File: src/hw/rtl/assert_macros.svh
// Shared assertion shorthands for the frame parser RTL.
`ifndef ASSERT_MACROS_SVH
`define ASSERT_MACROS_SVH

// Condition holds at every clock edge outside reset.
`define ASSERT_ALWAYS(label, clk, rst, cond, msg) \
  label: assert property (@(posedge clk) disable iff (rst) (cond)) else $error(msg);

// Antecedent implies consequent in the same cycle.
`define ASSERT_IMPL(label, clk, rst, ante, cons, msg) \
  label: assert property (@(posedge clk) disable iff (rst) (ante) |-> (cons)) \
    else $error(msg);

// Antecedent implies consequent in the next cycle.
`define ASSERT_NEXT(label, clk, rst, ante, cons, msg) \
  label: assert property (@(posedge clk) disable iff (rst) (ante) |=> (cons)) \
    else $error(msg);

`endif

File: src/hw/rtl/isfp_pkg.sv
package isfp_pkg;

  localparam logic [7:0] HEADER_BYTE = 8'h55;
  localparam logic [7:0] TYPE_ACCEL  = 8'h51;
  localparam logic [7:0] TYPE_GYRO   = 8'h52;
  localparam logic [7:0] TYPE_ANGLE  = 8'h53;

  // Bytes held before the checksum byte arrives.
  localparam int SUM_LEN     = 10;
  localparam int FILL_W      = 4;
  localparam int AXIS_W      = 28;
  localparam int QUEUE_DEPTH = 2;

  typedef enum logic [1:0] {
    KIND_OTHER = 2'd0,
    KIND_ACCEL = 2'd1,
    KIND_GYRO  = 2'd2,
    KIND_ANGLE = 2'd3
  } kind_t;

  typedef struct packed {
    logic [7:0]         frame_type;
    logic signed [15:0] raw_x;
    logic signed [15:0] raw_y;
    logic signed [15:0] raw_z;
  } frame_rec_t;

  typedef struct packed {
    logic not_empty;
    logic full;
  } queue_status_t;

  function automatic kind_t kind_of(logic [7:0] frame_type);
    kind_t k;
    case (frame_type)
      TYPE_ACCEL: k = KIND_ACCEL;
      TYPE_GYRO:  k = KIND_GYRO;
      TYPE_ANGLE: k = KIND_ANGLE;
      default:    k = KIND_OTHER;
    endcase
    return k;
  endfunction

  // Exact Q16 scaling as shift-and-add: x32, x4000 = 4096-64-32, x360 = 256+64+32+8.
  function automatic logic signed [AXIS_W-1:0] scale_axis(kind_t k, logic signed [15:0] raw);
    logic signed [AXIS_W-1:0] r;
    logic signed [AXIS_W-1:0] s;
    r = {{(AXIS_W-16){raw[15]}}, raw};
    case (k)
      KIND_ACCEL: s = r <<< 5;
      KIND_GYRO:  s = (r <<< 12) - (r <<< 6) - (r <<< 5);
      KIND_ANGLE: s = (r <<< 8) + (r <<< 6) + (r <<< 5) + (r <<< 3);
      default:    s = '0;
    endcase
    return s;
  endfunction

endpackage

File: src/hw/rtl/isfp_front.sv
`include "assert_macros.svh"

module isfp_front import isfp_pkg::*; (
  input  logic          clk,
  input  logic          rst,
  input  logic          rx_valid,
  output logic          rx_stall,
  input  logic [7:0]    rx_byte,
  input  queue_status_t qstat,
  output logic          push,
  output frame_rec_t    push_rec
);

  logic [7:0]        window [SUM_LEN];
  logic [FILL_W-1:0] fill;
  logic [FILL_W-1:0] fill_next;
  logic [7:0]        sum;
  logic [7:0]        sum_next;
  logic              accept;
  logic              store_en;
  logic              slide_en;

  assign rx_stall = qstat.full;
  assign accept   = rx_valid && !rx_stall;

  always_comb begin
    fill_next = fill;
    sum_next  = sum;
    store_en  = 1'b0;
    slide_en  = 1'b0;
    push      = 1'b0;
    if (accept) begin
      if (fill == '0) begin
        // drop anything that is not a header while empty
        if (rx_byte == HEADER_BYTE) begin
          store_en  = 1'b1;
          fill_next = FILL_W'(1);
          sum_next  = rx_byte;
        end
      end else if (window[0] != HEADER_BYTE) begin
        fill_next = '0;
      end else if (fill < FILL_W'(SUM_LEN)) begin
        store_en  = 1'b1;
        fill_next = fill + FILL_W'(1);
        sum_next  = sum + rx_byte;
      end else if (sum == rx_byte) begin
        push      = 1'b1;
        fill_next = '0;
      end else begin
        // bad checksum: slide by one and keep ten bytes
        slide_en = 1'b1;
        sum_next = sum - window[0] + rx_byte;
      end
    end
  end

  always_ff @(posedge clk) begin
    if (rst) begin
      fill <= '0;
      sum  <= '0;
    end else begin
      fill <= fill_next;
      sum  <= sum_next;
    end
  end

  always_ff @(posedge clk) begin
    if (slide_en) begin
      for (int i = 0; i < SUM_LEN - 1; i++) begin
        window[i] <= window[i+1];
      end
      window[SUM_LEN-1] <= rx_byte;
    end else if (store_en) begin
      for (int i = 0; i < SUM_LEN; i++) begin
        if (fill == FILL_W'(i)) begin
          window[i] <= rx_byte;
        end
      end
    end
  end

  assign push_rec.frame_type = window[1];
  assign push_rec.raw_x      = {window[3], window[2]};
  assign push_rec.raw_y      = {window[5], window[4]};
  assign push_rec.raw_z      = {window[7], window[6]};

  `ASSERT_ALWAYS(a_fill_range, clk, rst, fill <= FILL_W'(SUM_LEN), "fill count out of range")
  `ASSERT_NEXT(a_push_clears, clk, rst, push, fill == '0, "window not cleared after frame")

endmodule

File: src/hw/rtl/isfp_queue.sv
`include "assert_macros.svh"

module isfp_queue import isfp_pkg::*; #(
  parameter int DEPTH = QUEUE_DEPTH
) (
  input  logic          clk,
  input  logic          rst,
  input  logic          push,
  input  frame_rec_t    wr_rec,
  input  logic          pop,
  output frame_rec_t    rd_rec,
  output queue_status_t qstat
);

  localparam int PTR_W = (DEPTH > 1) ? $clog2(DEPTH) : 1;
  localparam int CNT_W = $clog2(DEPTH + 1);

  frame_rec_t       slots [DEPTH];
  logic [PTR_W-1:0] wr_ptr;
  logic [PTR_W-1:0] rd_ptr;
  logic [CNT_W-1:0] count;
  logic             do_push;
  logic             do_pop;

  assign do_push = push && !qstat.full;
  assign do_pop  = pop && qstat.not_empty;

  assign qstat.not_empty = (count != '0);
  assign qstat.full      = (count == CNT_W'(DEPTH));
  assign rd_rec          = slots[rd_ptr];

  always_ff @(posedge clk) begin
    if (rst) begin
      wr_ptr <= '0;
      rd_ptr <= '0;
      count  <= '0;
    end else begin
      if (do_push) begin
        wr_ptr <= (wr_ptr == PTR_W'(DEPTH - 1)) ? '0 : wr_ptr + PTR_W'(1);
      end
      if (do_pop) begin
        rd_ptr <= (rd_ptr == PTR_W'(DEPTH - 1)) ? '0 : rd_ptr + PTR_W'(1);
      end
      if (do_push && !do_pop) begin
        count <= count + CNT_W'(1);
      end else if (do_pop && !do_push) begin
        count <= count - CNT_W'(1);
      end
    end
  end

  always_ff @(posedge clk) begin
    if (do_push) begin
      slots[wr_ptr] <= wr_rec;
    end
  end

  `ASSERT_IMPL(a_no_overflow, clk, rst, push, !qstat.full, "push into full queue")
  `ASSERT_IMPL(a_no_underflow, clk, rst, pop, qstat.not_empty, "pop from empty queue")

endmodule

File: src/hw/rtl/isfp_back.sv
`include "assert_macros.svh"

module isfp_back import isfp_pkg::*; (
  input  logic                     clk,
  input  logic                     rst,
  input  queue_status_t            qstat,
  input  frame_rec_t               rd_rec,
  output logic                     pop,
  output logic                     res_valid,
  input  logic                     res_stall,
  output logic [7:0]               frame_type,
  output logic [1:0]               kind,
  output logic signed [AXIS_W-1:0] axis_x,
  output logic signed [AXIS_W-1:0] axis_y,
  output logic signed [AXIS_W-1:0] axis_z
);

  kind_t head_kind;

  assign head_kind = kind_of(rd_rec.frame_type);
  assign pop       = qstat.not_empty && (!res_valid || !res_stall);

  always_ff @(posedge clk) begin
    if (rst) begin
      res_valid <= 1'b0;
    end else if (pop) begin
      res_valid <= 1'b1;
    end else if (!res_stall) begin
      res_valid <= 1'b0;
    end
  end

  always_ff @(posedge clk) begin
    if (pop) begin
      frame_type <= rd_rec.frame_type;
      kind       <= head_kind;
      axis_x     <= scale_axis(head_kind, rd_rec.raw_x);
      axis_y     <= scale_axis(head_kind, rd_rec.raw_y);
      axis_z     <= scale_axis(head_kind, rd_rec.raw_z);
    end
  end

  `ASSERT_IMPL(a_other_zero, clk, rst, res_valid && (kind == KIND_OTHER), (axis_x == '0) && (axis_y == '0) && (axis_z == '0), "nonzero axis on unknown type")

endmodule

File: src/hw/rtl/imu_serial_frame_parser.sv
// IMU serial frame parser.
// Input channel (rx_valid / rx_stall / rx_byte): one received serial byte per
// item. Bytes gather into 11-byte frames: 0x55 header, type, eight data bytes,
// checksum equal to the 8-bit sum of the first ten bytes.
// Result channel (res_valid / res_stall): one item per good frame with the
// type byte, a kind code and three axes scaled to Q16 (accel x32, gyro x4000,
// angle x360); unknown types give kind 0 and zero axes.
// Throughput: one byte per cycle while rx_stall is low; the collector updates
// a running sum, so the checksum check costs nothing extra when the last
// byte lands. The queue takes a good frame on the edge that accepts its
// checksum byte; the scaling stage loads it into the output register once
// it is at the queue head and the output register is empty or being taken.
// A two-entry queue parts the collector from the output stage; rx_stall rises
// only when that queue is full, i.e. a stalled result sits in the output
// register with two more waiting behind it.
// While res_stall is high the result holds; bytes flow until the queue fills.
// Reset clears the fill count, the queue and res_valid; the window is
// refilled from the next header byte.
module imu_serial_frame_parser import isfp_pkg::*; #(
  parameter int QDEPTH = QUEUE_DEPTH
) (
  input  logic                     clk,
  input  logic                     rst,
  input  logic                     rx_valid,
  output logic                     rx_stall,
  input  logic [7:0]               rx_byte,
  output logic                     res_valid,
  input  logic                     res_stall,
  output logic [7:0]               frame_type,
  output logic [1:0]               kind,
  output logic signed [AXIS_W-1:0] axis_x,
  output logic signed [AXIS_W-1:0] axis_y,
  output logic signed [AXIS_W-1:0] axis_z
);

  queue_status_t qstat;
  frame_rec_t    push_rec;
  frame_rec_t    rd_rec;
  logic          push;
  logic          pop;

  // Front: collect bytes, track the running checksum, push good frames.
  isfp_front u_front (
    .clk      (clk),
    .rst      (rst),
    .rx_valid (rx_valid),
    .rx_stall (rx_stall),
    .rx_byte  (rx_byte),
    .qstat    (qstat),
    .push     (push),
    .push_rec (push_rec)
  );

  // Hold finished frames so byte intake stalls only once the queue is full.
  isfp_queue #(
    .DEPTH (QDEPTH)
  ) u_queue (
    .clk    (clk),
    .rst    (rst),
    .push   (push),
    .wr_rec (push_rec),
    .pop    (pop),
    .rd_rec (rd_rec),
    .qstat  (qstat)
  );

  // Back: classify the type, scale the axes, drive the result register.
  isfp_back u_back (
    .clk        (clk),
    .rst        (rst),
    .qstat      (qstat),
    .rd_rec     (rd_rec),
    .pop        (pop),
    .res_valid  (res_valid),
    .res_stall  (res_stall),
    .frame_type (frame_type),
    .kind       (kind),
    .axis_x     (axis_x),
    .axis_y     (axis_y),
    .axis_z     (axis_z)
  );

endmodule

File: config.mk
export PLATFORM = sky130hd
export DESIGN_NAME = imu_serial_frame_parser
export DESIGN_NICKNAME = d
export VERILOG_FILES = /design/src/hw/rtl/isfp_pkg.sv /design/src/hw/rtl/isfp_front.sv /design/src/hw/rtl/isfp_queue.sv /design/src/hw/rtl/isfp_back.sv /design/src/hw/rtl/imu_serial_frame_parser.sv
export VERILOG_INCLUDE_DIRS = /design/src /design/src/hw/rtl
export SDC_FILE = /design/constraint.sdc
export NUM_CORES = 1
export LEC_CHECK = 0
export ABC_AREA = 1
export BUFFER_PORTS_ARGS = -buffer_cell sky130_fd_sc_hd__clkbuf_2
export CAP_MARGIN = 20
export CORE_AREA = 8 8 212 214
export DETAILED_ROUTE_END_ITERATION = 10
export DIE_AREA = 0 0 220 222
export GPL_ROUTABILITY_DRIVEN = 0
export MAX_ROUTING_LAYER = met4
export PLACE_DENSITY = 0.86
export SKIP_CTS_REPAIR_TIMING = 1
export SYNTH_ARGS = -nofsm -noshare
export SYNTH_HDL_FRONTEND = slang
export SYNTH_HIERARCHICAL = 1
export SYNTH_SLANG_ARGS = --single-unit
File: constraint.sdc
create_clock -name clk -period 9.1 [get_ports clk]
set_clock_uncertainty 0.2 [all_clocks]
set_input_delay 1.82 -clock clk [delete_from_list [all_inputs] [get_ports clk]]
set_output_delay 1.82 -clock clk [all_outputs]
set_load 0.005 [all_outputs]
# Word level (Yosys, flattened, before mapping)
# Memories as Yosys holds them, arrays and structs flattened. A register that Yosys moved wholly into a read port is not among the register bits.
# Index checks and enable logic that the tools add are counted.
[op_classes]
add_sub_neg = 23
n_lt_le_gt_ge = 1
n_eq_ne = 23
mux = 91
bitwise = 10
n_reduce_logical = 18
[op_table]
columns = ["cell", "count"]
rows = [
  ["$pmux W28 S3", 3],
  ["$mux W8", 15],
  ["$add A28 B19 Y28", 3],
  ["$sub A28 B21 Y28", 3],
  ["$sub A28 B22 Y28", 3],
  ["$add A25 B21 Y26", 3],
  ["$add A24 B22 Y25", 3],
  ["$mux W1", 65],
  ["$eq A8 B7 Y1 const B", 4],
  ["$mux W4", 5],
  ["$add A8 B8 Y8", 2],
  ["$eq A4 B3 Y1 const B", 4],
  ["$or A1 B1 Y1", 10],
  ["$eq A4 B2 Y1 const B", 2],
  ["$eq A4 B4 Y1 const B", 2],
  ["$eq A8 B8 Y1", 1],
  ["$ne A8 B7 Y1 const B", 1],
  ["$sub A8 B8 Y8", 1],
  ["$eq A2 B2 Y1 const B", 3],
  ["$logic_and A1 B1 Y1", 6],
  ["$pmux W2 S3", 1],
  ["$logic_not A1 Y1", 5],
  ["$add A4 B1 Y4 const B", 1],
  ["$eq A4 B1 Y1 const B", 1],
  ["15 further kinds", 19],
]
[word_totals]
reg_bits = 111
ramBits = 192
out_inout_bits = 96
memories = 2
[memory_table]
columns = ["memory", "words", "width", "read_ports", "rd_clocked_by_memory_dff", "wr", "line", "source"]
rows = [
  ["u_queue.slots", 2, 56, 1, 1, 1, "isfp_queue.sv:18", "frame_rec_t slots [DEPTH];"],
  ["u_front.window", 10, 8, 10, 0, 10, "isfp_front.sv:14", "logic [7:0] window [SUM_LEN];"],
]

# Logic depth before layout (Yosys ltp)
# Gate-level depths: netlist of run 1.
[logic_depth]
depth_word = 11
ltp_mapped = 20

# Cells and area by module
# Netlist of run 1, hierarchy kept.
[by_module_without_submodules]
columns = ["module", "instances", "cells_per_inst", "area_each_um2", "seq_area_each_um2"]
rows = [
  ["isfp_back", 1, 2114, 14371.3, 2572.5],
  ["isfp_front", 1, 687, 5804.3, 2642.5],
  ["isfp_queue", 1, 211, 4445.5, 3463.3],
]

# Least setup slack after synthesis of run 1
# Ideal clock, no wire load.
[synth_timing]
path_type = "in2reg"
from = "input port res_stall"
to = "register u_queue.count[1]"
arrival_time_ns = 7.019
t_required_ns = 8.836
path_slack_ns = 1.817
stages = 8
n_path_buf = 0
path_cell_list = "a21oi_1 -> nand2_1 -> ha_1 -> inv_1 -> nand3_1 -> nand2_1 -> inv_1 -> nor2_1"
[synth_between]
elab_chain_cells = 7
[synth_rtl]
columns = ["item", "line", "source"]
rows = [
  ["from (decl)", "imu_serial_frame_parser.sv:28", "input logic res_stall,"],
  ["$logic_not A1 Y1 (*)", "isfp_back.sv:21", "assign pop = qstat.not_empty && (!res_valid || !res_stall);"],
  ["$logic_or A1 B1 Y1 (*)", "isfp_back.sv:21", ""],
  ["$logic_and A1 B1 Y1 (*)", "isfp_back.sv:21", ""],
  ["$logic_and A1 B1 Y1 (*)", "isfp_queue.sv:26", "assign do_pop = pop && qstat.not_empty;"],
  ["$logic_not A1 Y1", "isfp_queue.sv:44", "if (do_push && !do_pop) begin"],
  ["$logic_and A1 B1 Y1", "isfp_queue.sv:44", ""],
  ["$mux W2 / $reduce_bool A2 Y1 (equally long branches)", "--", ""],
  ["to (signal assigned)", "isfp_queue.sv:45", "count <= count + CNT_W'(1);"],
  ["to (signal assigned)", "isfp_queue.sv:47", "count <= count - CNT_W'(1);"],
  ["to (decl)", "isfp_queue.sv:21", "logic [CNT_W-1:0] count;"],
]
# Mark *: on every way between the ends. The rest lies on a longest branch, timed or not.
# A chain may end at the register's enable or synchronous reset.

==> impl_metrics.py, run 1 <==
metrics = {
    "status": {
        "status": "finished, final reports clean",
    },
    "synth": {
        "netlist_area_sq_um": 24600,
        "ys_ff_latch": 295,
        "syn_area_per_cell_sq_um": 8.17,
        "ys.flop_type": "edfxtp_1",
        "yosys_warnings": 6,
        "synth_cells": 3012,
        "synth-seq-area-share_pct": 35.2,
        "ys_types": 47,
        "synth_edf_count": 277,
        "synth-async-reset-ratio_pct": 0,
    },
    "setup_path": {
        "critPathKind": "flip-flop to flip-flop",
        "r2r_end": "u_back/axis_z[19]",
        "crit_fanout": 56,
        "cp_cell_sequence": "buf_4, mux2_4, inv_1, fa_1, inv_1, ha_1, ha_1, fa_1, nand3_1, nand3_1, nand3_1, nand3_1, nor2_1, nor2_1, nand2_1, nand2_1, inv_1, nand2_1",
        "cp.required_ns": 9.23,
        "worst_path_max_delay_cell": "buf_4",
        "rrSetupSlack_ns": 4.43,
        "critical_path.max_stage_delay_ns": 0.69,
        "crit_cells": 18,
        "cp-endpoint": "u_back/axis_z[19]",
        "cp-start-kind": "flip-flop",
        "critical_path_buf_inv_count": 4,
        "cp-end-kind": "flip-flop",
        "arrival_ns": 4.80,
        "cpMostUsedCell": "nand3_1",
        "r2r_cells": 18,
        "cpLargestDelayFamily": "adder cells",
    },
    "sta": {
        "slew_viol_final": 0,
        "setup_slack_ns": 4.43,
        "rsz0062_at_grt": "false",
        "fin_crit_sh_pct": 51.3,
        "timing.fmax_mhz": 214,
        "relSlewSlack_pct": 32.8,
        "finalSetupTns_ns": 0,
        "setup_viol": 0,
        "worst_pin_slew_ns": 1.01,
        "hold_viol": 0,
        "layout_min_cycle_time_ns": 4.67,
    },
    "hold_path": {
        "hp-class": "flip-flop to flip-flop",
    },
    "clocking": {
        "cts.clk_slew.worst_paths_ns": 0.07,
        "clk_path_buf_depth": 3,
        "cts-root-buf": "clkbuf_16",
        "cts_buffers": 29,
        "htreeDepth": 1,
        "clk_latency_ns": 0.60,
        "cts.sinks": 295,
        "cts_tree": "yes",
    },
    "global_route": {
        "top_usage_layer": "met2",
        "met1_usage_pct": 33.0,
        "grt.total_usage_pct": 26.1,
        "met3_usage_pct": 3.52,
        "grt_use_met2_pct": 42.6,
        "grt_pass1_wl_um": 102000,
        "antenna_found_initial": 0,
        "grt_pass1_vias": 20400,
        "overflow": 0,
        "grt_max_degree": 75,
    },
    "finish": {
        "area_delta_synth_final_pct": 6.09,
        "layout_common_cells": "nand2_1, inv_1, edfxtp_1",
        "finish.utilization_pct": 63.0,
        "nFillCells": 3370,
        "nets": 3363,
        "mostFrequentLayoutCell": "nand2_1",
        "drive_above_1_share_pct": 8.51,
        "antenna_cells": 0,
    },
    "power": {
        "power_per_cell_area_nw_per_um2": 108,
        "power.leakage_nw": 12.1,
        "max-vdd-ir-drop_uv": 132,
    },
    "floorplanning": {
        "die_x_um": 220,
        "start_util_pct": 59.4,
        "fp.dieH_um": 222,
        "dieArea_sq_um": 48800,
        "rows": 75,
        "core-area_sq_um": 41500,
        "io_pins": 108,
    },
    "routing": {
        "drt_iter0_drc": 2797,
        "num_vias": 21200,
        "first_pass_iters": 7,
        "totalWireLength_um": 63700,
        "post_drt_wl_per_cell_um": 17.6,
        "drc": 0,
        "vias_per_cell": 5.86,
        "ant_nets": 0,
    },
    "job": {
        "maxCapViolations": 0,
    },
    "placed_design": {
        "port_buffers": 98,
        "pre_cts_ws_ns": 4.15,
        "dpl.hpwl_um": 48500,
    },
}
## synth_stat cells, drive strengths merged, types with 2 or more instances
master	n	share of area, %
o21ai	74	1.5
xnor2	5	0.18
o21bai	14	0.43
and2	3	0.076
nor3	43	1.3
xor2	5	0.18
nor3b	2	0.061
o22ai	3	0.076
or2	17	0.43
fa	116	9.4
ha	179	9.1
nand3b	37	1.1
buf	92	2.7
nand2	1005	15
nand3	233	5.1
nor4	2	0.051
nand4	30	0.79
o211ai	14	0.43
o31ai	2	0.061
inv	415	6.3
a21oi	132	2.7
mux2	56	3.2
dfxtp	18	1.5
o221ai	10	0.36
nor2	215	3.5
edfxtp	277	34
a31oi	2	0.051
clkbuf	8	0.12
## logic make-up (layout without fill, tap and decap cells)
family,Yosys count,in the layout,synth area share [%]
other cells,1,9,0.0152
compound gates,252,252,5.68
flops,295,295,35.2
xor+xnor,10,10,0.356
buf+inv,515,573,9.17
mux,57,57,3.21
fa+ha+maj,295,295,18.5
simple gates,1587,1587,27.8
## flip-flops by register name, summed over array words and instances, names as in the netlist, 4 cells and up, named ones only
name / cells
u_queue/slots: 112
u_front/window: 80
u_back/axis_x: 25
u_back/axis_y: 25
u_back/axis_z: 25
u_back/frame_type: 8
u_front/sum: 8
u_front/fill: 4
## metrics by stage
| step | instances | area [sq um] | power, mW | hold slack, ns |
|---|---|---|---|---|
| after floorplan | 3020 | 24700 | 1.62 | 0.254 |
| after global placement | 3564 | 25200 | 1.64 | 0.264 |
| after detailed placement | 3564 | 25200 | 1.65 | 0.268 |
| after CTS | 3617 | 26100 | 2.82 | 0.293 |
| after global routing | 3617 | 26100 | 2.89 | 0.303 |
| final | 3617 | 26100 | 2.81 | 0.292 |
## how the worst min path moves through the flow
stage | startpoint | to | slack [ns] | depth (start not counted)
finish | u_front/window[0][42] | u_queue/slots[1][26] | 0.29 | 0
global route | u_front/window[0][42] | u_queue/slots[0][26] | 0.30 | 0
CTS | u_front/window[0][42] | u_queue/slots[1][26] | 0.29 | 0
detailed placement | u_front/window[0][8] | u_queue/slots[0][48] | 0.27 | 0
global placement | u_front/window[0][41] | u_queue/slots[0][25] | 0.26 | 0
floorplan | u_front/sum[5] | u_front/sum[5] | 0.25 | 2
## where the power goes
part / total (mW) / leakage, nW / internal, mW / switching (mW)
combinational: 0.152 / 9.05 / 0.0492 / 0.103
sequential: 1.48 / 2.65 / 1.47 / 0.00677
clock: 1.18 / 0.445 / 0.657 / 0.526
total: 2.81 / 12.1 / 2.18 / 0.636
## per-layer routing
layer | vias up | wire [um]
met3 | 205 | 6370
met2 | 1226 | 30600
met5 | - | 0
met1 | 9890 | 24600
met4 | 0 | 2160
li1 | 9870 | -
## final cells by class
class | count | area, sq um | area share, %
Multi-Input combinational cell | 2210 | 13700 | 52.6
Sequential cell | 295 | 8680 | 33.2
Inverter | 415 | 1560 | 5.97
Clock buffer | 39 | 773 | 2.96
Tap cell | 539 | 674 | 2.58
Timing Repair Buffer | 105 | 543 | 2.08
Clock inverter | 14 | 144 | 0.551
Note: power is estimated with default switching activity, not from simulation.
==> run 2, diff against run 1 <==
==> constraint.sdc (replaced) <==
create_clock -name clk -period 4.55 [get_ports clk]
set_clock_uncertainty 0.2 [all_clocks]
set_input_delay 0.91 -clock clk [delete_from_list [all_inputs] [get_ports clk]]
set_output_delay 0.91 -clock clk [all_outputs]
set_load 0.005 [all_outputs]
==> impl_metrics.py, run 2 (synthesis gave the netlist of run 1 again) <==
metrics = {
    "sta": {
        "timing.fmax_mhz": 228,
        "slew_viol_final": 0,
        "fin_crit_sh_pct": 96.3,
        "layout_min_cycle_time_ns": 4.38,
        "hold_viol": 0,
        "finalSetupTns_ns": 0,
        "relSlewSlack_pct": 46.6,
        "worst_pin_slew_ns": 0.801,
        "setup_viol": 0,
        "setup_slack_ns": 0.168,
        "rsz0062_at_grt": "false",
    },
    "routing": {
        "post_drt_wl_per_cell_um": 18.2,
        "num_vias": 21700,
        "totalWireLength_um": 65900,
        "drt_iter0_drc": 2913,
        "ant_nets": 0,
        "vias_per_cell": 5.96,
        "first_pass_iters": 8,
        "drc": 0,
    },
    "clocking": {
        "cts_buffers": 31,
        "clk_latency_ns": 0.59,
        "cts.sinks": 295,
        "cts_tree": "yes",
        "cts.clk_slew.worst_paths_ns": 0.06,
        "clk_path_buf_depth": 3,
        "htreeDepth": 1,
        "cts-root-buf": "clkbuf_16",
    },
    "finish": {
        "seq_area_sq_um": 8680,
        "nets": 3372,
        "nFillCells": 3249,
        "layout_common_cells": "nand2_1, inv_1, edfxtp_1",
        "mostFrequentLayoutCell": "nand2_1",
        "reg_top3": "u_queue/slots: 112 flops, u_front/window: 80 flops",
        "drive_above_1_share_pct": 8.80,
        "regMostFlops": "u_queue/slots",
        "area_delta_synth_final_pct": 6.85,
        "largest_reg_flops": 112,
        "multi_input_area_sq_um": 13700,
    },
    "setup_path": {
        "cp.required_ns": 4.65,
        "cp-start-kind": "flip-flop",
        "cp-end-kind": "flip-flop",
        "critical_path.max_stage_delay_ns": 0.59,
        "cp_cell_sequence": "buf_12, mux2_4, fa_1, fa_1, ha_1, nand3_1, or2_2, nand3_1, nand2_1, a21oi_1, nor2_1, nor2_1, nand2_1",
        "arrival_ns": 4.49,
        "critPathKind": "flip-flop to flip-flop",
        "crit_fanout": 21,
        "worst_path_max_delay_cell": "fa_1",
    },
    "placed_design": {
        "pre_cts_ws_ns": 0.286,
        "dpl.hpwl_um": 50600,
        "port_buffers": 98,
    },
    "power": {
        "p_total_mw": 5.77,
        "power.leakage_nw": 12.2,
        "power_per_cell_area_nw_per_um2": 219,
        "max-vdd-ir-drop_uv": 306,
    },
    "global_route": {
        "grt_pass1_vias": 20900,
        "antenna_found_initial": 1,
        "grt_pass1_wl_um": 105000,
        "grt_max_degree": 80,
        "overflow": 0,
        "grt.total_usage_pct": 27.1,
    },
    "hold_path": {
        "hold_start": "u_front/window[0][44]",
        "hp-class": "flip-flop to flip-flop",
    },
    "status": {
        "status": "finished, final reports clean",
    },
    "floorplanning": {
        "fp.dieH_um": 222,
        "die_x_um": 220,
        "start_util_pct": 59.4,
        "rows": 75,
        "core-area_sq_um": 41500,
        "io_pins": 108,
        "dieArea_sq_um": 48800,
    },
    "job": {
        "maxCapViolations": 0,
    },
}
run 2: cell types whose count changed in the layout (fill, tap and decap cells not counted), moves of 2 or more:
| cell | previous run | this run |
|---|---|---|
| buf_12 | 0 | 4 |
| buf_4 | 7 | 10 |
| clkbuf_16 | 29 | 31 |
| clkinv_2 | 3 | 1 |
| clkinvlp_4 | 1 | 3 |
run 2: metrics by stage:
step                hold slack, ns  util, %  instances  area (sq um)
floorplan                    0.254        -       3020         24700
global placement             0.261     61.0       3571         25300
detailed placement           0.273     61.0       3571         25300
CTS                          0.288     63.4       3629         26300
global route                 0.294     63.4       3630         26300
finish                       0.287     63.4       3630         26300
run 2: layout make-up:
class,instances,area share (%)
well taps,539,2.56
clock buffers,42,3.14
repair buffers,112,2.45
multi-input cells,2210,52.3
inverters,415,5.93
flip-flops and latches,295,33.0
clock inverters,16,0.652
diodes,1,0.00951
run 2: critical path, delay by kind of cell, from the launching register on:
kind | cells | cell delay (ns)
compound gates | 1 | 0.16
fa+ha+maj | 3 | 1.47
buf+inv | 1 | 0.25
flops | 1 | 0.52
mux | 1 | 0.38
simple gates | 7 | 1.12
run 2: metal layers:
metal	up-vias	global-route usage (%)	part of all wire [%]
met5	-	-	0
met4	0	9.43	3.9
met3	222	4.19	11
met2	1465	44.1	47
met1	10100	34.1	38
li1	9887	-	-
run 2: worst paths after layout:
kind	end	slack, ns	depth (start not counted)
max	u_back/axis_z[20]	0.17	13
max reg2reg	u_back/axis_z[20]	0.17	13
min	u_queue/slots[0][28]	0.29	0
min reg2reg	u_queue/slots[0][28]	0.29	0
run 2: power by group:
group          switching [mW]  leakage [nW]  internal (mW)  total, mW
Clock                    1.07         0.473           1.45       2.52
Combinational           0.201          9.10         0.0979      0.299
Sequential             0.0133          2.65           2.94       2.95
